### config.mk
export PLATFORM = sky130hd
export DESIGN_NAME = gold_sequence_word_generator_flat
export DESIGN_NICKNAME = d
export VERILOG_FILES = /design/src/hw/rtl/gsw_pkg.sv /design/src/hw/rtl/gsw_if.sv /design/src/hw/rtl/gsw_front.sv /design/src/hw/rtl/gsw_queue.sv /design/src/hw/rtl/gsw_back.sv /design/src/hw/rtl/gold_sequence_word_generator.sv /design/src/flat_wrapper.sv
export SDC_FILE = /design/constraint.sdc
export NUM_CORES = 1
export LEC_CHECK = 0
export BUFFER_PORTS_ARGS = -buffer_cell sky130_fd_sc_hd__buf_2
export CAP_MARGIN = 20
export CORE_MARGIN = 3
export CORE_UTILIZATION = 60
export DETAILED_ROUTE_END_ITERATION = 10
export GPL_ROUTABILITY_DRIVEN = 0
export GPL_TIMING_DRIVEN = 0
export PLACE_DENSITY = 0.82
export SLEW_MARGIN = 25
export SYNTH_ARGS = -nofsm -noshare
export SYNTH_HDL_FRONTEND = slang
export SYNTH_SLANG_ARGS = --single-unit
### constraint.sdc
create_clock -name clk_i -period 3.3 [get_ports clk_i]
set_input_delay 0.33 -clock clk_i [delete_from_list [all_inputs] [get_ports clk_i]]
set_output_delay 0.33 -clock clk_i [all_outputs]
set_load 0.02 [all_outputs]
### src/hw/rtl/gsw_pkg.sv
// Shared types, constants and GF(2) matrix helpers for the Gold sequence word generator.
// Used by the interfaces and every module of the block; depends on nothing.
package gsw_pkg;

  localparam int unsigned WordW    = 32;
  localparam int unsigned SeedW    = 31;
  localparam int unsigned NcOffset = 1600;

  typedef enum logic {
    CmdContinue,
    CmdRestart
  } cmd_op_e;

  typedef struct packed {
    cmd_op_e            op;
    logic [WordW-1:0]   x1_word;
    logic               last_word;
  } cmd_t;

  typedef struct packed {
    logic push;
    cmd_t cmd;
  } q_wr_t;

  typedef struct packed {
    logic valid;
    cmd_t cmd;
  } q_rd_t;

  typedef logic [WordW-1:0][WordW-1:0] gf2_mat_t;

  // Row b holds the seed bits whose XOR gives window bit b after the Nc jump.
  // Masks of x2(n) over the seed bits are tracked in a sliding set of 31.
  function automatic gf2_mat_t jump_rows();
    logic [SeedW-1:0][SeedW-1:0] hist;
    logic [SeedW-1:0]            nm;
    gf2_mat_t                    rows;
    rows = '0;
    for (int i = 0; i < SeedW; i++) begin
      hist[i] = SeedW'(1) << i;
    end
    for (int n = SeedW; n < NcOffset + WordW; n++) begin
      nm = hist[0] ^ hist[1] ^ hist[2] ^ hist[3];
      if (n >= NcOffset) begin
        rows[WordW-1-(n-NcOffset)] = {1'b0, nm};
      end
      hist = {nm, hist[SeedW-1:1]};
    end
    return rows;
  endfunction

  // Row b holds the old window bits whose XOR gives new window bit b after 32 steps.
  function automatic gf2_mat_t adv_rows();
    logic [2*WordW-1:0][WordW-1:0] m;
    gf2_mat_t                      rows;
    for (int k = 0; k < WordW; k++) begin
      m[k] = WordW'(1) << (WordW - 1 - k);
    end
    for (int n = WordW; n < 2 * WordW; n++) begin
      m[n] = m[n-SeedW] ^ m[n-SeedW+1] ^ m[n-SeedW+2] ^ m[n-SeedW+3];
    end
    for (int j = 0; j < WordW; j++) begin
      rows[WordW-1-j] = m[WordW+j];
    end
    return rows;
  endfunction

  localparam gf2_mat_t JumpRows = jump_rows();
  localparam gf2_mat_t AdvRows  = adv_rows();

  // Matrix times vector over GF(2); each output bit is an independent XOR tree.
  function automatic logic [WordW-1:0] gf2_apply(gf2_mat_t rows, logic [WordW-1:0] v);
    logic [WordW-1:0] r;
    for (int b = 0; b < WordW; b++) begin
      r[b] = ^(rows[b] & v);
    end
    return r;
  endfunction

endpackage

### src/hw/rtl/gsw_if.sv
// Valid/ready channel interfaces for the Gold sequence word generator.
// Depends on gsw_pkg for the field widths.
interface gsw_in_if import gsw_pkg::*; ();
  logic             valid;
  logic             ready;
  logic [WordW-1:0] x1_word;
  logic             first;
  logic             last_word;

  modport source (output valid, x1_word, first, last_word, input ready);
  modport sink   (input valid, x1_word, first, last_word, output ready);
endinterface

interface gsw_out_if import gsw_pkg::*; ();
  logic             valid;
  logic             ready;
  logic [WordW-1:0] c_word;
  logic             last;

  modport source (output valid, c_word, last, input ready);
  modport sink   (input valid, c_word, last, output ready);
endinterface

### src/hw/rtl/gsw_front.sv
// Front end: holds the jumped seed window and turns accepted items into queue commands.
// Depends on gsw_pkg and gsw_in_if.
module gsw_front import gsw_pkg::*; (
  input  logic             clk_i,
  input  logic             rst_ni,
  input  logic             cfg_we_i,
  input  logic [SeedW-1:0] cfg_wdata_i,
  gsw_in_if.sink           in_i,
  input  logic             q_full_i,
  output q_wr_t            q_wr_o,
  output logic [WordW-1:0] seed_win_o
);

  logic [WordW-1:0] seed_win_d, seed_win_q;

  // The Nc jump is linear in the seed, so it is applied once when the seed is written.
  always_comb begin
    seed_win_d = seed_win_q;
    if (cfg_we_i) begin
      seed_win_d = gf2_apply(JumpRows, {1'b0, cfg_wdata_i});
    end
  end

  always_ff @(posedge clk_i or negedge rst_ni) begin
    if (!rst_ni) begin
      seed_win_q <= '0;
    end else begin
      seed_win_q <= seed_win_d;
    end
  end

  assign in_i.ready = !q_full_i;

  always_comb begin
    q_wr_o.push          = in_i.valid && !q_full_i;
    q_wr_o.cmd.op        = in_i.first ? CmdRestart : CmdContinue;
    q_wr_o.cmd.x1_word   = in_i.x1_word;
    q_wr_o.cmd.last_word = in_i.last_word;
  end

  assign seed_win_o = seed_win_q;

endmodule

### src/hw/rtl/gsw_queue.sv
// Small command queue between the front and back ends.
// Depends on gsw_pkg.
module gsw_queue import gsw_pkg::*; #(
  parameter int unsigned Depth = 2
) (
  input  logic  clk_i,
  input  logic  rst_ni,
  input  q_wr_t q_wr_i,
  output logic  full_o,
  input  logic  pop_i,
  output q_rd_t q_rd_o
);

  localparam int unsigned PtrW = (Depth > 1) ? $clog2(Depth) : 1;
  localparam int unsigned CntW = $clog2(Depth + 1);

  cmd_t            mem_q [Depth];
  logic [PtrW-1:0] wr_ptr_d, wr_ptr_q, rd_ptr_d, rd_ptr_q;
  logic [CntW-1:0] count_d, count_q;
  logic            push, pop, empty;

  assign full_o = (count_q == CntW'(Depth));
  assign empty  = (count_q == '0);
  assign push   = q_wr_i.push && !full_o;
  assign pop    = pop_i && !empty;

  always_comb begin
    wr_ptr_d = wr_ptr_q;
    rd_ptr_d = rd_ptr_q;
    count_d  = count_q;
    if (push) begin
      wr_ptr_d = (wr_ptr_q == PtrW'(Depth - 1)) ? '0 : wr_ptr_q + PtrW'(1);
    end
    if (pop) begin
      rd_ptr_d = (rd_ptr_q == PtrW'(Depth - 1)) ? '0 : rd_ptr_q + PtrW'(1);
    end
    if (push && !pop) begin
      count_d = count_q + CntW'(1);
    end else if (pop && !push) begin
      count_d = count_q - CntW'(1);
    end
  end

  always_ff @(posedge clk_i or negedge rst_ni) begin
    if (!rst_ni) begin
      wr_ptr_q <= '0;
      rd_ptr_q <= '0;
      count_q  <= '0;
    end else begin
      wr_ptr_q <= wr_ptr_d;
      rd_ptr_q <= rd_ptr_d;
      count_q  <= count_d;
    end
  end

  always_ff @(posedge clk_i) begin
    if (push) begin
      mem_q[wr_ptr_q] <= q_wr_i.cmd;
    end
  end

  assign q_rd_o.valid = !empty;
  assign q_rd_o.cmd   = mem_q[rd_ptr_q];

`ifndef NO_ASSERTIONS
  assert property (@(posedge clk_i) disable iff (!rst_ni) count_q <= CntW'(Depth))
    else $error("Queue fill count exceeds its depth.");
  assert property (@(posedge clk_i) disable iff (!rst_ni) q_wr_i.push |-> !full_o)
    else $error("Front end pushed into a full queue.");
  assert property (@(posedge clk_i) disable iff (!rst_ni) pop_i |-> !empty)
    else $error("Back end popped an empty queue.");
`endif

endmodule

### src/hw/rtl/gsw_back.sv
// Back end: keeps the x2 window, forms the sequence word and holds it in the output register.
// Depends on gsw_pkg and gsw_out_if.
module gsw_back import gsw_pkg::*; (
  input  logic             clk_i,
  input  logic             rst_ni,
  input  q_rd_t            q_rd_i,
  output logic             q_pop_o,
  input  logic [WordW-1:0] seed_win_i,
  gsw_out_if.source        out_o
);

  logic [WordW-1:0] window_d, window_q;
  logic [WordW-1:0] c_word_d, c_word_q;
  logic             last_d, last_q;
  logic             out_valid_d, out_valid_q;
  logic [WordW-1:0] cur_win;
  logic             pop;

  // The output register takes a new word when it is empty or being drained.
  assign pop     = q_rd_i.valid && (!out_valid_q || out_o.ready);
  assign q_pop_o = pop;

  always_comb begin
    unique case (q_rd_i.cmd.op)
      CmdRestart:  cur_win = seed_win_i;
      CmdContinue: cur_win = window_q;
      default:     cur_win = window_q;
    endcase
  end

  always_comb begin
    window_d    = window_q;
    c_word_d    = c_word_q;
    last_d      = last_q;
    out_valid_d = out_valid_q && !out_o.ready;
    if (pop) begin
      window_d    = gf2_apply(AdvRows, cur_win);
      c_word_d    = cur_win ^ q_rd_i.cmd.x1_word;
      last_d      = q_rd_i.cmd.last_word;
      out_valid_d = 1'b1;
    end
  end

  always_ff @(posedge clk_i or negedge rst_ni) begin
    if (!rst_ni) begin
      window_q    <= '0;
      out_valid_q <= 1'b0;
    end else begin
      window_q    <= window_d;
      out_valid_q <= out_valid_d;
    end
  end

  always_ff @(posedge clk_i) begin
    c_word_q <= c_word_d;
    last_q   <= last_d;
  end

  assign out_o.valid  = out_valid_q;
  assign out_o.c_word = c_word_q;
  assign out_o.last   = last_q;

`ifndef NO_ASSERTIONS
  assert property (@(posedge clk_i) disable iff (!rst_ni) (out_valid_q && !out_o.ready) |-> !pop)
    else $error("Command popped while the output word was stalled.");
  assert property (@(posedge clk_i) disable iff (!rst_ni) !pop |=> $stable(window_q))
    else $error("Sequence window moved without a command.");
  assert property (@(posedge clk_i) disable iff (!rst_ni) pop |=> out_valid_q)
    else $error("Popped command produced no output word.");
`endif

endmodule

### src/hw/rtl/gold_sequence_word_generator.sv
// Top level of the Gold scrambling sequence word generator.
// Depends on gsw_pkg, gsw_if, gsw_front, gsw_queue and gsw_back.
//
// Usage:
//   in_i carries one item per word: x1_word (the caller's x1 bits, earliest bit in the MSB),
//   first and last_word. out_o returns one item per input item: c_word, the scrambling
//   bits with the earliest bit in the MSB, and last, a copy of last_word.
//   An item with first set restarts x2 from the seed, already jumped 1600 steps ahead.
//   The user writes the seed through cfg_we_i / cfg_wdata_i only while the block is idle;
//   this is not enforced. The 1600-step jump is applied at that write, not at a restart.
// Timing:
//   An accepted item is written into the queue, then popped into the output register, whose
//   word drives out_o; a stalled out_o can hold an item in the queue between the two.
//   While out_o is ready, one item is accepted and one result delivered in every cycle; the
//   32-step x2 advance is a single XOR network between the window register and itself.
// Reset and stall:
//   Reset empties the queue, drops the output word, and clears the seed and the window.
//   When out_o stalls, the output register holds its word and the queue fills; in_i.ready
//   falls only when the queue is full.
module gold_sequence_word_generator import gsw_pkg::*; #(
  parameter int unsigned QueueDepth = 2
) (
  input  logic             clk_i,
  input  logic             rst_ni,
  input  logic             cfg_we_i,
  input  logic [SeedW-1:0] cfg_wdata_i,
  gsw_in_if.sink           in_i,
  gsw_out_if.source        out_o
);

  q_wr_t            q_wr;
  q_rd_t            q_rd;
  logic             q_full;
  logic             q_pop;
  logic [WordW-1:0] seed_win;

  gsw_front u_front (
    .clk_i       (clk_i),
    .rst_ni      (rst_ni),
    .cfg_we_i    (cfg_we_i),
    .cfg_wdata_i (cfg_wdata_i),
    .in_i        (in_i),
    .q_full_i    (q_full),
    .q_wr_o      (q_wr),
    .seed_win_o  (seed_win)
  );

  gsw_queue #(
    .Depth (QueueDepth)
  ) u_queue (
    .clk_i  (clk_i),
    .rst_ni (rst_ni),
    .q_wr_i (q_wr),
    .full_o (q_full),
    .pop_i  (q_pop),
    .q_rd_o (q_rd)
  );

  gsw_back u_back (
    .clk_i      (clk_i),
    .rst_ni     (rst_ni),
    .q_rd_i     (q_rd),
    .q_pop_o    (q_pop),
    .seed_win_i (seed_win),
    .out_o      (out_o)
  );

endmodule
### src/flat_wrapper.sv
// flat-port wrapper written by rule: the top's interface ports become plain ports
module gold_sequence_word_generator_flat import gsw_pkg::*;
#(
  parameter int unsigned QueueDepth = 2
)
  (clk_i, rst_ni, cfg_we_i, cfg_wdata_i, in_i_valid, in_i_x1_word, in_i_first, in_i_last_word, in_i_ready, out_o_valid, out_o_c_word, out_o_last, out_o_ready);
  gsw_in_if in_i_i ();
  gsw_out_if out_o_i ();
  input  logic clk_i;
  input  logic rst_ni;
  input  logic cfg_we_i;
  input  logic [SeedW-1:0] cfg_wdata_i;
  input wire logic [$bits(in_i_i.valid)-1:0] in_i_valid;
  input wire logic [$bits(in_i_i.x1_word)-1:0] in_i_x1_word;
  input wire logic [$bits(in_i_i.first)-1:0] in_i_first;
  input wire logic [$bits(in_i_i.last_word)-1:0] in_i_last_word;
  output wire logic [$bits(in_i_i.ready)-1:0] in_i_ready;
  output wire logic [$bits(out_o_i.valid)-1:0] out_o_valid;
  output wire logic [$bits(out_o_i.c_word)-1:0] out_o_c_word;
  output wire logic [$bits(out_o_i.last)-1:0] out_o_last;
  input wire logic [$bits(out_o_i.ready)-1:0] out_o_ready;
  assign in_i_i.valid = in_i_valid;
  assign in_i_i.x1_word = in_i_x1_word;
  assign in_i_i.first = in_i_first;
  assign in_i_i.last_word = in_i_last_word;
  assign in_i_ready = in_i_i.ready;
  assign out_o_valid = out_o_i.valid;
  assign out_o_c_word = out_o_i.c_word;
  assign out_o_last = out_o_i.last;
  assign out_o_i.ready = out_o_ready;
  gold_sequence_word_generator #(.QueueDepth(QueueDepth)) u_core (.clk_i(clk_i), .rst_ni(rst_ni), .cfg_we_i(cfg_we_i), .cfg_wdata_i(cfg_wdata_i), .in_i(in_i_i), .out_o(out_o_i));
endmodule
======== After elaboration in Yosys (flattened, before gate mapping) ========
Memory sizes are Yosys's and may differ from the RTL's.
Cells that the tools add are included.
W data, S select, Z words.
operators by class
  add/subtract/negate cells ............... 4
  equal/unequal tests ..................... 1
  mux-type cells .......................... 9
  bitwise gates (word level) .............. 2
  reduce and logical (&&, ||, !) cells .... 80
operators with widths
  operator               count
  $reduce_xor A32 Y1     64
  $pmux W32 S2           1
  $xor A32 B32 Y32       1
  $logic_and A1 B1 Y1    7
  $logic_not A1 Y1       6
  $mux W1                6
  $mux W2                2
  $add A1 B1 Y1 const B  2
  $add A2 B1 Y2 const B  1
  $eq A2 B2 Y1 const B   1
  $logic_not A2 Y1       1
  $reduce_bool A2 Y1     1
  $sub A2 B1 Y2 const B  1
  $logic_or A1 B1 Y1     1
  $not A1 Y1             1
storage, ports and cells
  register bits ........................... 102
  RAM bits ................................ 68
  input bits .............................. 70
  output and inout bits ................... 35
  logic and storage cells ................. 105
  memories kept ........................... 1
memories
  memory                words  bits a word  rd ports  clocked after memory_dff  write ports  RTL line         source
  u_core.u_queue.mem_q  2      34           1         0                         1            gsw_queue.sv:17  cmd_t mem_q [Depth];

======== Longest topological paths before layout ========
  word-level depth ........................ 8
  depth in mapped cells ................... 8
  mapped depth without buffers ............ 7

======== Modules after synthesis ========
Synthesis repeated with hierarchy kept, for this count alone.
second synthesis, totals
  cell total of the unflattened synthesis .. 780
  area, all modules ....................... 9960.8 µm²
modules (own cells, without submodules)
  module     times used  cells each  area each (µm²)  seq. area each (µm²)
  gsw_back   1           360         3993.8           1816.7
  gsw_front  1           295         3164.3           800.8
  gsw_queue  1           125         2802.7           2142.1

======== Worst setup path after synthesis ========
No wires, ideal clock.
  path type ............................... reg-to-reg
  start ................................... register u_core.u_queue.count_q[0]
  end ..................................... memory u_core.u_queue.mem_q[0][0] in the netlist's numbering, enable pin
  setup time .............................. 0.425 ns
  data arrival time ....................... 2.257 ns
  setup slack ............................. 0.617 ns
  cell stages (with the launch flop) ...... 4
  path buffers ............................ 0
  cells stage by stage .................... dfrtp_1 nand2b_1 nand2_1 nor2_1
on the way
  cells in the longest elaborated chain, start to end .. 6
ends and longest elaborated chain
  element                            RTL line            source
  start: declaration                 gsw_queue.sv:19     logic [CntW-1:0] count_d, count_q;
  start signal: assignment           gsw_queue.sv:52     count_q <= count_d;
  $eq A2 B2 Y1 (*)                   gsw_queue.sv:22     assign full_o = (count_q == CntW'(Depth));
  $logic_not A1 Y1 (*)               --
  named net in_i_ready               flat_wrapper.sv:17  output wire logic [$bits(in_i_i.ready)-1:0] in_i_ready;
  $logic_and A1 B1 Y1                gsw_front.sv:35     q_wr_o.push = in_i.valid && !q_full_i;
  $logic_and A1 B1 Y1 (*)            gsw_queue.sv:24     assign push = q_wr_i.push && !full_o;
  $mux W1 (*)                        gsw_queue.sv:57     if (push) begin
  $mux W1 (not written as such) (*)  gsw_queue.sv:58     mem_q[wr_ptr_q] <= q_wr_i.cmd;
  end: declaration                   gsw_queue.sv:17
The timed path passes the listed nets; every way through them passes the cells marked *.

======== Worst setup path after layout ========
  start ................................... register u_core.u_queue.count_q[0]
  end ..................................... register u_core.u_queue.count_q[1]
on the way
  cells in the longest elaborated chain, start to end .. 7
  elaborated cells on any way between the ends .. 17
ends and longest elaborated chain
  element                                                                RTL line
  $eq A2 B2 Y1 / $logic_not A2 Y1 (equally long branches)                gsw_queue.sv:22, gsw_queue.sv:23
  $logic_not A1 Y1 (on tied branches)                                    --
  $logic_and A1 B1 Y1 (on tied branches)                                 gsw_front.sv:35, gsw_back.sv:20
  $logic_and A1 B1 Y1 (on tied branches)                                 gsw_queue.sv:24, gsw_queue.sv:25
  $logic_not A1 Y1 (on tied branches)                                    gsw_queue.sv:39, gsw_queue.sv:37
  $logic_and A1 B1 Y1 (on tied branches)                                 gsw_queue.sv:39, gsw_queue.sv:37
  $reduce_bool A2 Y1 (no source line) / $mux W2 (equally long branches)  --
Parallel ways exist; a longest one is shown, timed or not. The select of a mux whose other input is x is not followed.
A chain may end at the register's enable or synchronous reset.

==> results by group <==
Outcome
  • Result of the run: finished, final reports clean

GRT
  • Antenna violations before repair: 0
  • Number of global-route vias before repair: about 6300
  • Total gr overflow: 0
  • Total global routing track utilization: 24.5%
  • Wire length of the first global-routing pass: approximately 34 mm
  • Largest net degree at the start of global routing: 47

Detailed routing
  • Number of DRC markers in iteration 0: 485
  • Wire per inst: around 19 um
  • Antenna violation net count after detailed routing: 0
  • Detailed-routing iteration count for the pre-antenna-repair pass: 5
  • Sum of routed wire length over all layers: around 21 mm
  • Overall via count from detail_route: a little under 6000
  • Drc violations: 0
  • Average via count per standard cell: about 5.4

Clock tree
  • Num CTS Buffers: 17
  • Hold-fix buffers at CTS: 1
  • Clock latency at the later pin of the worst-skew pair: 0.43 ns
  • # Post-CTS Setup Buffers: 0
  • PostCTS Resize Cnt: 0
  • Count of H-tree levels built during CTS: 4
  • TritonCTS clock tree: yes
  • Clk Tree Root Cell: sky130_fd_sc_hd__clkbuf_16
  • Number of clock sinks: 170
  • Clock transition at the register clock pins on the worst setup and hold paths after CTS: around 0.06 ns
  • Maximum root-to-sink buffer count: 2

Yosys
  • Number of synthesized register bits: 170
  • Flip-flop cell with the highest count after synthesis: sky130_fd_sc_hd__edfxtp_1
  • Post-synthesis net count: between 800 and 900
  • Synth area leader: sky130_fd_sc_hd__edfxtp_1
  • Share of the synthesized area in the top cell type: 31.5%
  • Share of flip-flops with an asynchronous set or reset after synthesis: 40.6%
  • Synth cell count leaders: 186 x sky130_fd_sc_hd__xnor2_1, 111 x sky130_fd_sc_hd__xor2_1, 101 x sky130_fd_sc_hd__edfxtp_1
  • Library cell with the highest instance count after synthesis: sky130_fd_sc_hd__xnor2_1
  • Count of flip-flops with a built-in enable after synthesis: between 100 and 150
  • Register area share after synthesis: between 40% and 50%
  • Avg Inst Size Synth: about 13 um2
  • Largest cells by area after synthesis: sky130_fd_sc_hd__edfxtp_1 31%, sky130_fd_sc_hd__dfrtp_1 18%, sky130_fd_sc_hd__xnor2_1 17%
  • Synthesized instance count: between 700 and 800
  • Yosys warning count: 0
  • Number of unique standard cell types used by synthesis: 26
  • Post-synthesis instance area: roughly 9600 um2

STA
  • Hold Violations, Final: 0
  • Setup repair after global routing missed its margin: false
  • Post-route worst hold slack: 0.0900 ns
  • Relative max-transition margin: between 40 and 50%
  • Setup clock skew after layout: 0.00737 ns
  • Fmax: ~380 MHz
  • Worst-Margin Slew: 0.804 ns
  • Shortest period the worst path allows: ~2.6 ns
  • Finish-stage setup viols: 0
  • Post-route setup slack: between 0.6 and 0.7 ns
  • Final setup TNS: 0 ns
  • Max-slew violation count: 0
  • Ratio of final minimum period to clock period: between 70% and 80%

Cells and area
  • Layout overhead on the synthesized area: 14.6%
  • Post-Layout Inst Area: 11000 um2
  • Layout filler cell count: between 1000 and 1500
  • Post-route non-filler standard cell count: ~1100
  • Util after Layout: a little under three quarters
  • Total number of nets in the final design: approximately 950
  • Number of antenna cells inserted: 0
  • Fraction of final layout cells with drive strength greater than 1: between 10% and 20%

Die
  • Effective utilization at floorplan: between 60 and 70%
  • Die boundary height: approximately 130 um
  • Die Outline Area: between 15000 and 20000 um2
  • I/O pin cnt: between 100 and 150
  • X dimension of the die: around 130 um
  • Core area: between 15000 and 20000 um2
  • # rows: between 40 and 50

Placement
  • HPWL reported at the end of detailed placement: between 15 and 20 mm
  • Cell count after placement: ~1100
  • Post-placement worst setup slack: ~0.7 ns
  • Total placed instance area: 10400 um2
  • Count of buffers from port buffering: 90

Worst setup path
  • Type of the setup path with the least slack: reg -> reg
  • Required time of the critical path: approximately 3.6 ns
  • Highest net fanout along the worst path: 10
  • CP max stage cell: sky130_fd_sc_hd__o21ai_0
  • R2R Setup Slk: 0.69 ns
  • Slowest Stage Delay on Critical Path: between 0.5 and 0.6 ns
  • Capture point of the worst reg-to-reg path: u_core.u_queue.count_q[1]
  • Cells along the critical path: o21ai_0 > clkbuf_1 > clkbuf_1 > ha_1 > xor2_1 > nor2_1 > xor2_1
  • CP Capture Type: flop
  • Length in cells of the worst reg-to-reg path: 7
  • Critical Path Start Type: flop
  • Worst r2r src: u_core.u_queue.count_q[0]
  • Buf/Inv on CP: 2
  • Cell class contributing the biggest share of worst-path delay: buffers and inverters
  • Critical Path AT: roughly 2.9 ns

Min path
  • Class of the most critical hold timing path: in -> reg
  • Capture endpoint of the worst hold path: u_core.u_queue.mem_q[0][27]
  • Worst min-delay path startpoint: in_i_x1_word[26]
  • Hold path cells: 1

Power and ir drop
  • Power Density: about 1100 nW/um2
  • Static Leak: roughly 4.5 nW
  • VDD IR max: 0.649 mV
  • Post-layout power: between 10 and 15 mW

Job
  • Maximum Capacitance Violations: 0
-- cells in the final DEF (no fill, tap or decap), drive strengths merged --
master         n
mux2i         82
xnor2        193
inv            6
clkinv         3
and3           1
dlygate4sd3    1
xnor3         10
a21oi         23
ha             1
clkbuf        41
xor2         112
dfrtp         69
edfxtp       101
mux2          20
xor3           3
nand2         39
bufinv         2
nand2b         2
nor2          26
buf          113
o21ai         35
clkinvlp       4
-- power by group --
group | switching, mW | leakage (nW) | internal, mW
clock network | 0.830 | 0.284 | 1.19
registers | 0.656 | 1.77 | 3.35
logic | 3.55 | 2.43 | 2.84
total | 5.03 | 4.48 | 7.37
-- layer usage --
| metal | part of all wire [%] | up-vias | GRT usage, % | wire [um] |
|---|---|---|---|---|
| met5 | 0 | - | 0 | 0 |
| met2 | 50 | 187 | 41.3 | 10500 |
| li1 | - | 2781 | - | - |
| met1 | 43 | 2909 | 32.5 | 8860 |
| met3 | 5.0 | 36 | 4.14 | 1040 |
| met4 | 2.1 | 0 | 8.14 | 431 |
-- state kept, by name, summed over array words and instances, names as in the netlist --
| name | cells |
|---|---|
| u_core.u_back.out_o.c_word | 32 |
| u_core.u_back.out_o.valid | 1 |
| u_core.u_queue.mem_q | 68 |
| u_core.u_queue.wr_ptr_q | 1 |
| u_core.u_back.window_q | 32 |
| u_core.u_front.seed_win_o | 32 |
| u_core.u_back.out_o.last | 1 |
| u_core.u_queue.rd_ptr_q | 1 |
| u_core.u_queue.count_q | 2 |
-- kinds of logic after synthesis --
| family | synth area share [%] |
|---|---|
| AOI/OAI and AO/OA | 3.01 |
| buffers and inverters | 2.00 |
| and+or+nand+nor | 2.73 |
| DFF | 49.4 |
| muxes | 10.9 |
| adders and majority gates | 0.130 |
| xor gates and xnor gates | 31.8 |
-- layout make-up --
| cell class | instances | area [um2] | area share [%] |
|---|---|---|---|
| flip-flops and latches | 170 | 4760 | 43.1 |
| multi-input cells | 547 | 4690 | 42.5 |
| repair buffers | 94 | 523 | 4.74 |
| clock buffers | 21 | 470 | 4.26 |
| well taps | 211 | 264 | 2.39 |
| plain buffers | 40 | 178 | 1.61 |
| clock inverters | 11 | 136 | 1.24 |
| inverters | 4 | 15.0 | 0.136 |
-- worst max-delay path by stage --
stage,from,cells past startpoint,endpoint
2_1_floorplan,u_core.u_queue.count_q[0],3,u_core.u_queue.mem_q[0][0]
3_3_place_gp,u_core.u_queue.count_q[0],3,u_core.u_queue.mem_q[0][10]
3_5_place_dp,u_core.u_queue.rd_ptr_q,6,u_core.u_back.out_o.c_word[18]
4_1_cts,u_core.u_queue.rd_ptr_q,6,u_core.u_back.out_o.c_word[18]
5_1_grt,u_core.u_queue.count_q[0],7,u_core.u_queue.count_q[1]
6_report,u_core.u_queue.count_q[0],7,u_core.u_queue.count_q[1]
(Power assumes the default switching activity.)
